[config.mk]
export PLATFORM = sky130hd
export DESIGN_NAME = rws_store
export DESIGN_NICKNAME = d
export VERILOG_FILES = /design/src/rtl/core/rws_store.sv
export SDC_FILE = /design/constraint.sdc
export NUM_CORES = 2
export LEC_CHECK = 0
export BUFFER_PORTS_ARGS = -buffer_cell sky130_fd_sc_hd__buf_2
export CAP_MARGIN = 20
export CORE_MARGIN = 5
export CORE_UTILIZATION = 50
export CTS_BUF_LIST = sky130_fd_sc_hd__clkbuf_4
export DETAILED_ROUTE_END_ITERATION = 7
export PLACE_DENSITY_LB_ADDON = 0.15
export SLEW_MARGIN = 20
export SYNTH_ARGS = -nofsm -noshare
export SYNTH_HDL_FRONTEND = slang
export SYNTH_SLANG_ARGS = --single-unit
[constraint.sdc]
create_clock -name clk_i -period 2.54 [get_ports clk_i]
set_input_delay 0.127 -clock clk_i [delete_from_list [all_inputs] [get_ports clk_i]]
set_output_delay 0.127 -clock clk_i [all_outputs]
set_load 0.01 [all_outputs]
[src/rtl/core/rws_store.sv]
// Prefix-sum table: one write port, one registered read port.
// No dependencies.
`timescale 1ns / 1ps

module rws_store #(
  parameter int unsigned DEPTH = 128,
  parameter int unsigned AW    = 7,
  parameter int unsigned DW    = 24
) (
  input  logic          clk_i,
  input  logic          we_i,
  input  logic [AW-1:0] waddr_i,
  input  logic [DW-1:0] wdata_i,
  input  logic [AW-1:0] raddr_i,
  output logic [DW-1:0] rdata_o
);

  logic [DW-1:0] mem [DEPTH];
  logic [DW-1:0] rdata_q;

  always_ff @(posedge clk_i) begin
    if (we_i) begin
      mem[waddr_i] <= wdata_i;
    end
    rdata_q <= mem[raddr_i];
  end

  assign rdata_o = rdata_q;

endmodule

# Yosys cells after proc, flatten, opt, wreduce, memory -nomap -nowiden
# Memory sizes are Yosys's and may differ from the RTL's. A register that Yosys moved wholly into a read port is not among the register bits.
# Index checks and enable logic that the tools add are counted.
op_classes:
  muxes: 2
op_table:
  columns: ["cell", "count"]
  rows:
  - ["1-bit 2-to-1 mux", 2]
totals:
  register_bits: 0
  ram_bits: 3072
  out_inout_bits: 24
  n_memories: 1
  word_cells: 3
  inputBits: 40
mem_list:
  columns: ["name", "depth", "word_bits", "rd", "rd_ports_with_merged_regs", "wr", "line", "text"]
  rows:
  - ["mem", 128, 24, 1, 1, 1, "18", "logic [DW-1:0] mem [DEPTH];"]

# Longest topological paths before layout
logic_depth:
  ltp_word: 2
  mapped_depth: 8
  depth_no_buf: 4

# Worst setup path after synthesis
# No wires, ideal clock.
synth_timing:
  path_kind: "input to register"
  from: "in we_i"
  to: "mem mem[98][0] (enable)"
  setup_time_ns: 0.435
  arrival_ns: 2.368
  cell_stages: 3
  slack_ns: -0.263
  n_path_buf: 1
  required_time_ns: 2.105
  path_cell_list: "clkbuf_1 nand4_1 nor3_1"
synth_between:
  elab_chain_len: 2
synth_rtl:
  columns: ["element", "line", "text"]
  rows:
  - ["start: declaration", "11", "input logic we_i,"]
  - ["1-bit 2-to-1 mux", "22", "if (we_i) begin"]
  - ["1-bit 2-to-1 mux (implied by the code)", "23", "mem[waddr_i] <= wdata_i;"]
  - ["end: declaration", "18", null]
# No other way between the ends.

==> metrics.txt <==
Synth area leaders=edfxtp_1 (79%), mux4_2 (19%), clkbuf_1 (0.48%), dfxtp_1 (0.41%), nor2_1 (0.39%); period utilization=104%; clk_skew=119 ps; pre-CTS WS=-783 ps; P_leak=approximately 44 nW; Final nets=5728; die width=495 um; Final Routed Wirelength=between 300 and 400 mm; post-CTS setup repair buffer count=0; CTS tree=built; Cell Chain, Critical Path=mux4_2, mux4_2, mux4_2, mux2_4; Post-Syn Area=~0.12 mm^2; GR Overflow Total=0; Root Driver=clkbuf_4; Final ANT Viol Nets=0; num rows=177; fmax=0.378 GHz; Synth Net Count=4578; clock sinks=3096; CP peak stage delay=around 680 ps; Final Max Tran Viols=0; CTS Buf Count=776; critical path's slowest cell=mux4_2; #FFs+latches synth=3096; largest net degree at the start of global routing=approximately 130; via count=56891; final worst slack=-104 ps; share of cells above drive strength 1=46.1%; most frequent cells in the layout=edfxtp_1 (3072), clkbuf_4 (1112), mux4_2 (1008); final instance area=0.139 mm^2; Clk Latency, worst-skew pair=approximately 1400 ps; PortBufs=63; share of the synthesized area in the top cell type=78.6%; Cells after Synth=4538; Initial Util=50.3%; initial antenna violation count=35; critical path arrival=~3900 ps; status=finished with violations; CTS Buffer Depth=4; most common cell after layout, fill and taps aside=edfxtp_1; utilization after layout=59.5%; global-route wire length before repair=approximately 440 mm; HPWL after DPL=approximately 180 mm; PwrDens=around 750 mW/mm^2; die area=0.245 mm^2; critical path peak fanout=1; VDD IR max=547 uV; area growth from synthesis to layout=18.2%; post-synth cell types=16; DR WL/cell=about 33 um; Post-Syn Area per Cell=25.9 um^2; vias in the first global route=58870; Synth area leader=edfxtp_1; TNS Setup=-290 ps; DIE HEIGHT=495 um; Least-Margin Pin Slew=928 ps; Seq/Total Area, Yosys=between 70 and 80%; most used cell, CP=mux4_2; r2r setup slk=-100 ps; detailed-route DRC error count=0; Hold Fails Final Rpt=0; First-pass DRT Iterations=5; Max-slew headroom=38.1%; Max Cap Viol=0; gr usage total=approximately a quarter; critical path required time=3800 ps; Tmin final=about 2600 ps; Placeable Area=0.233 mm^2; failing checks=negative setup slack; crit start category=register; Hold WC Path Type=in -> reg; Area after DPL=between 0.1 and 0.15 mm^2; number of DRC markers in iteration 0=6570; I/O Pins=64; drt via density=6.07; Final Setup Violations=9; Reg clk slew, reported paths=60 ps; synthesis warning total=0; gpl congestion=0.796; critical path class=reg -> reg; H-tree depth=6; RSZ-0062 raised after global routing=yes; CP Capture Type=register
[power by group]
group	internal, mW	switching (mW)	total (mW)
logic	2.64	3.49	6.13
registers	56.4	0.180	56.6
clock network	21.6	19.2	40.8
total	80.6	22.9	104
[state kept, by name (all words and copies together) (netlist names)]
name / flops
mem: 3072
rdata_o: 24
[layout make-up]
class,count,area (um^2)
fill,16575,94500
sequential,3096,92700
multi-input combinational,1202,24600
clock buffer,1112,8350
timing repair buffer,612,7850
tap,3132,3920
clock inverter,199,1230
antenna,22,55.1
[synth_stat cells]
master	count
buf_1	28
buf_2	60
buf_6	1
clkbuf_1	151
dfxtp_1	24
edfxtp_1	3072
mux2_2	24
mux4_2	1008
nand2_1	14
nand2b_1	2
nand3_1	12
nand4_1	3
nor2_1	122
nor2b_1	7
nor3_1	9
or3_1	1
[worst max-delay path: cells and delay by family, from the launching register on]
kind          cells  cell delay (ps)
flip-flops        1              360
multiplexers      4             2130
[per-layer routing]
metal	vias up	GRT usage [%]	wire length [um]
met5	-	0	0
met4	0	8.71	9270
met3	379	6.36	28500
met2	2822	39.3	148000
met1	30854	37.1	126000
li1	22836	-	-
[path summary, 6_finish.rpt]
kind | cells past startpoint | from | to
max | 4 | mem[5][6]$_DFFE_PP_ | rdata_o[6]$_DFF_P_
min | 6 | waddr_i[2] | mem[93][19]$_DFFE_PP_
max reg2reg | 4 | mem[5][6]$_DFFE_PP_ | rdata_o[6]$_DFF_P_
min reg2reg | 4 | mem[124][5]$_DFFE_PP_ | rdata_o[5]$_DFF_P_
[through the flow]
stage / std cells / total power [mW] / hold WS [ps]
after global placement: 7945 / 63.5 / 447
after floorplan: 4538 / 60.4 / 226
after CTS: 9353 / 105 / 11.5
after detailed placement: 7945 / 63.6 / 443
after global routing: 9369 / 108 / 90.5
final: 9375 / 104 / 202
[kinds of logic after synthesis]
kind of cell / after synthesis / share of synthesized area, %
buffers and inverters: 240 / 0.838
DFF: 3096 / 79.0
and+or+nand+nor: 170 / 0.594
muxes: 1032 / 19.6
[what timing repair did]
| action | CTS | global route |
|---|---|---|
| endpoints found under the setup margin | 15 | 14 |
| endpoints found under the hold margin | 6168 | 0 |
| hold buffers | 97 | 0 |
| gates resized for setup | 7 | 2 |
| gates cloned | 0 | 0 |
No activity file was read; power rests on OpenSTA's default activity.
