==> src/rtl/core/rws_mul.sv <==
// Shared multiplier with registered product.
// No dependencies.
`timescale 1ns / 1ps

module rws_mul #(
  parameter int unsigned MW = 32
) (
  input  logic            clk_i,
  input  logic [MW-1:0]   a_i,
  input  logic [MW-1:0]   b_i,
  output logic [2*MW-1:0] prod_o
);

  logic [2*MW-1:0] prod_q;

  always_ff @(posedge clk_i) begin
    prod_q <= a_i * b_i;
  end

  assign prod_o = prod_q;

endmodule

==> config.mk <==
export PLATFORM = sky130hd
export DESIGN_NAME = rws_mul
export DESIGN_NICKNAME = d
export VERILOG_FILES = /design/src/rtl/core/rws_mul.sv
export SDC_FILE = /design/constraint.sdc
export NUM_CORES = 2
export LEC_CHECK = 0
export BUFFER_PORTS_ARGS = -buffer_cell sky130_fd_sc_hd__buf_2
export CORE_MARGIN = 1
export CORE_UTILIZATION = 35
export CTS_CLUSTER_DIAMETER = 150
export DETAILED_ROUTE_END_ITERATION = 12
export SLEW_MARGIN = 30
export SYNTH_ARGS = -nofsm -noshare
export SYNTH_HDL_FRONTEND = slang
export SYNTH_SLANG_ARGS = --single-unit
==> constraint.sdc <==
create_clock -name clk_i -period 16.3 [get_ports clk_i]
set_input_delay 3.26 -clock clk_i [delete_from_list [all_inputs] [get_ports clk_i]]
set_output_delay 3.26 -clock clk_i [all_outputs]
set_load 0.01 [all_outputs]
### After elaboration in Yosys (flattened, before gate mapping)

Cells that the tools add are included.

| cells by class | value |
|---|---|
| $add $sub $neg | 0 |
| multiply operators | 1 |
| divide/modulo/power cells | 0 |
| magnitude comparators | 0 |
| equal/unequal tests | 0 |
| shift-type cells | 0 |
| muxes and demuxes | 0 |
| bitwise gates (word level) | 0 |
| reductions and logical operators | 0 |

Operators with widths:

| operator | number |
|---|---|
| $mul 32x32->64 | 1 |

| storage, ports and cells | value |
|---|---|
| bits in registers | 64 |
| bits in latches | 0 |
| bits in writable memories | 0 |
| bits in read-only memories | 0 |
| input port bits | 65 |
| output and inout port bits | 64 |
| word-level logic and storage cells | 2 |
| memories kept | 0 |

### Depth between registers and ports, before layout

| depth | value |
|---|---|
| depth after elaboration | 1 |
| mapped depth | 29 |
| depth with buffers taken out | 27 |

### Least setup slack after synthesis

OpenSTA, ideal clock, no wires.

| timing | value |
|---|---|
| path type | input -> register |
| start | input port a_i[25] |
| end | register prod_q[62] (netlist: prod_o[62]) |
| setup time | 0.072 ns |
| data arrival time | 9.941 ns |
| data required time | 16.228 ns |
| slack | 6.287 ns |
| cell stages on the path | 25 |
| cell sequence | clkbuf_1 nand2_1 fa_1 inv_1 fa_1 inv_1 fa_1 inv_1 fa_1 fa_1 fa_1 fa_1 inv_1 fa_1 inv_1 ha_1 buf_2 nand4_1 or4_1 or3_1 a31oi_1 a31o_2 a211oi_1 o21ai_1 xor2_1 |

| between the ends | value |
|---|---|
| cells in the longest elaborated chain, start to end | 1 |

Ends and longest elaborated chain:

| item | line | RTL |
|---|---|---|
| from (decl) | 9 | `input logic [MW-1:0] a_i,` |
| $mul 32x32->64 | 17 | `prod_q <= a_i * b_i;` |
| to (signal assigned) | 17 |  |
| to (decl) | 14 | `logic [2*MW-1:0] prod_q;` |

Every way passes these cells.

### Worst setup path after layout

| timing | value |
|---|---|
| start | input port b_i[24] |
| end | register prod_q[62] (netlist: prod_o[62]) |

| between the ends | value |
|---|---|
| cells in the longest elaborated chain, start to end | 1 |

Ends and longest elaborated chain:

| item | line | RTL |
|---|---|---|
| from (decl) | 10 | `input logic [MW-1:0] b_i,` |
| $mul 32x32->64 | 17 |  |

Every way passes these cells.

==> flow_summary.json <==
{
  "status": "completed",
  "cp.depth": 22,
  "yosysWarnings": 0,
  "synth_nets": 4972,
  "async_reset_ff_frac": 0,
  "clockBufferDepth": 2,
  "drt_wl_total_um": 92300,
  "dr.pass1.iters": 5,
  "grt_overflow": 0,
  "grt_max_degree": 33,
  "path_common_cell": "fa_1",
  "cp-end-kind": "flop",
  "drv_slew": 0,
  "netlist_top_cells_count": "fa_1, inv_1, and2_1",
  "slowest_stage": "buf_2",
  "setup_tns_ns": 0,
  "wl_per_cell_um": 18.6,
  "yosysSeqAreaShare": 0.0369,
  "rows": 115,
  "max-slew-margin-rel": 0.379,
  "drv_cap": 0,
  "ant_nets": 0,
  "ys_ff_latch": 64,
  "postSynthCellCount": 3748,
  "root_buffer": "clkbuf_16",
  "die_h_um": 317,
  "ios": 129,
  "synth_edf_count": 0,
  "final_nets": 4898,
  "grt_use_total": 0.194,
  "ctsResizeCount": 0,
  "hold_viol": 0,
  "hold_buffers": 0,
  "whs_path_depth": 2,
  "cp.required_ns": 16.58,
  "numCtsBuffers": 9,
  "cts_setup_buffers": 0,
  "crit_path_start": "b_i[24]",
  "io_buffers": 128,
  "initial_core_util": 0.353,
  "vias_per_cell": 4.90,
  "gp_congestion": 0.873,
  "grt_pass1_wl_um": 149000,
  "synth.largest_area_cell": "fa_1",
  "critical_path.cell_chain": "buf_2 > nand2_1 > fa_1 > inv_1 > fa_1 > inv_1 > fa_1 > inv_1 > fa_1 > fa_1 > fa_1 > fa_1 > fa_1 > ha_1 > nand2_1 > or4_1 > or3_1 > a31oi_1 > a31o_2 > a211oi_1 > o21ai_1 > xor2_1",
  "place.detailed.hpwl_um": 75200,
  "setup_viol": 0,
  "cts.sinks": 64,
  "cpPeakStageDelay_ns": 0.69,
  "syn-cell-area_um2": 34700,
  "path_buf_inv": 4,
  "synthTopCellsByArea": "fa_1, and2_1, ha_1",
  "hold_class": "input port to flop",
  "start_kind": "input port",
  "htree_levels": 3,
  "period_share": 0.670,
  "synth_area_per_cell_um2": 9.25,
  "grt_pass1_vias": 26700,
  "synth.most_common_cell": "fa_1",
  "min_period_ns": 10.92,
  "die_area_um2": 100000,
  "rsz0062_at_grt": "false",
  "area_delta_synth_final_pct": 5.29,
  "antenna_found_initial": 8,
  "synthFlopType": "dfxtp_1",
  "clk_pin_slew_ns": 0.06,
  "crit_family": "adder cells",
  "final_layout_size_suffix_gt1_frac": 0.0457,
  "drc": 0,
  "critical_path_arrival_ns": 11.20,
  "fmax_mhz": 91.6,
  "die_x_um": 317,
  "worstSetupPathType": "input port to flop",
  "fill_cells": 10100,
  "cp_max_fo": 32,
  "largest_reg_flops": 64,
  "coreArea_um2": 98300,
  "synthDistinctLibCells": 57,
  "vias": 24300,
  "synth_top_area_share": 0.517,
  "drt_iter0_drc": 1259,
  "max_slew.worst_pin.slew_ns": 0.931,
  "cts_tree": "done",
  "crit_path_end": "prod_o[62]"
}
[per-stage QoR]
step	setup slack, ns	hold slack (ns)	util	area (um^2)	cells
4_1_cts	5.51	3.53	0.371	36500	4966
6_report	5.38	3.56	0.372	36500	4970
5_1_grt	5.09	3.56	0.371	36500	4967
3_3_place_gp	5.19	3.65	0.368	36100	4950
2_1_floorplan	6.29	3.39	-	34700	3748
3_5_place_dp	5.14	3.65	0.368	36100	4950
[final cells by class]
class | count | area (um^2) | share of cell area
multi-input cells | 2599 | 29300 | 0.803
repair buffers | 135 | 693 | 0.0190
diodes | 4 | 10.0 | 0.000274
flip-flops and latches | 64 | 1280 | 0.0351
clock inverters | 6 | 115 | 0.00315
well taps | 1287 | 1610 | 0.0441
inverters | 865 | 3250 | 0.0889
clock buffers | 10 | 239 | 0.00655
[worst min-delay path by stage]
stage | startpoint | to | slack (ns)
2_1_floorplan | b_i[0] | prod_o[0] | 3.39
3_3_place_gp | prod_o[61] | prod_o[61] | 3.65
3_5_place_dp | prod_o[0] | prod_o[0] | 3.65
4_1_cts | b_i[0] | prod_o[0] | 3.53
5_1_grt | b_i[0] | prod_o[0] | 3.56
6_report | b_i[0] | prod_o[0] | 3.56
[cells by family (layout without fill, tap and decap cells)]
kind of cell	Yosys count	count (layout)	synth area share
flip-flops	64	64	0.0369
AND/OR/NAND/NOR	1177	1177	0.176
other	0	4	0
AO/OA/AOI/OAI	202	202	0.0415
multiplexers	1	1	0.000289
buffers and inverters	1085	1016	0.118
adder cells (fa/ha/maj)	1159	1159	0.612
XOR/XNOR	60	60	0.0152
[per-layer routing]
metal | vias up | global-route usage | part of all wire
li1 | 10700 | - | -
met1 | 12900 | 0.241 | 0.40
met2 | 594 | 0.348 | 0.52
met3 | 160 | 0.0237 | 0.042
met4 | 4 | 0.0642 | 0.036
met5 | - | 0 | 0.00031
[placed cells by master (no fill, tap or decap), drive strengths merged, types with 4 or more instances in the layout]
master,Yosys,routed
fa,896,896
inv,865,866
and2,602,602
nand2,480,480
ha,263,263
buf,7,135
a21oi,66,66
dfxtp,64,64
a21o,40,40
xnor2,35,35
o21ai,26,26
xor2,25,25
nand4,23,23
nor2,20,20
and3,14,14
a31oi,12,12
o21bai,11,11
nand3,10,10
clkbuf,213,10
o21a,9,9
nor3,7,7
o31ai,5,5
diode,0,4
a221o,4,4
a221oi,4,4
Power is left out: the tool's default activity adds up to more than one toggle a clock period on the data nets, which glitch-free logic cannot reach.
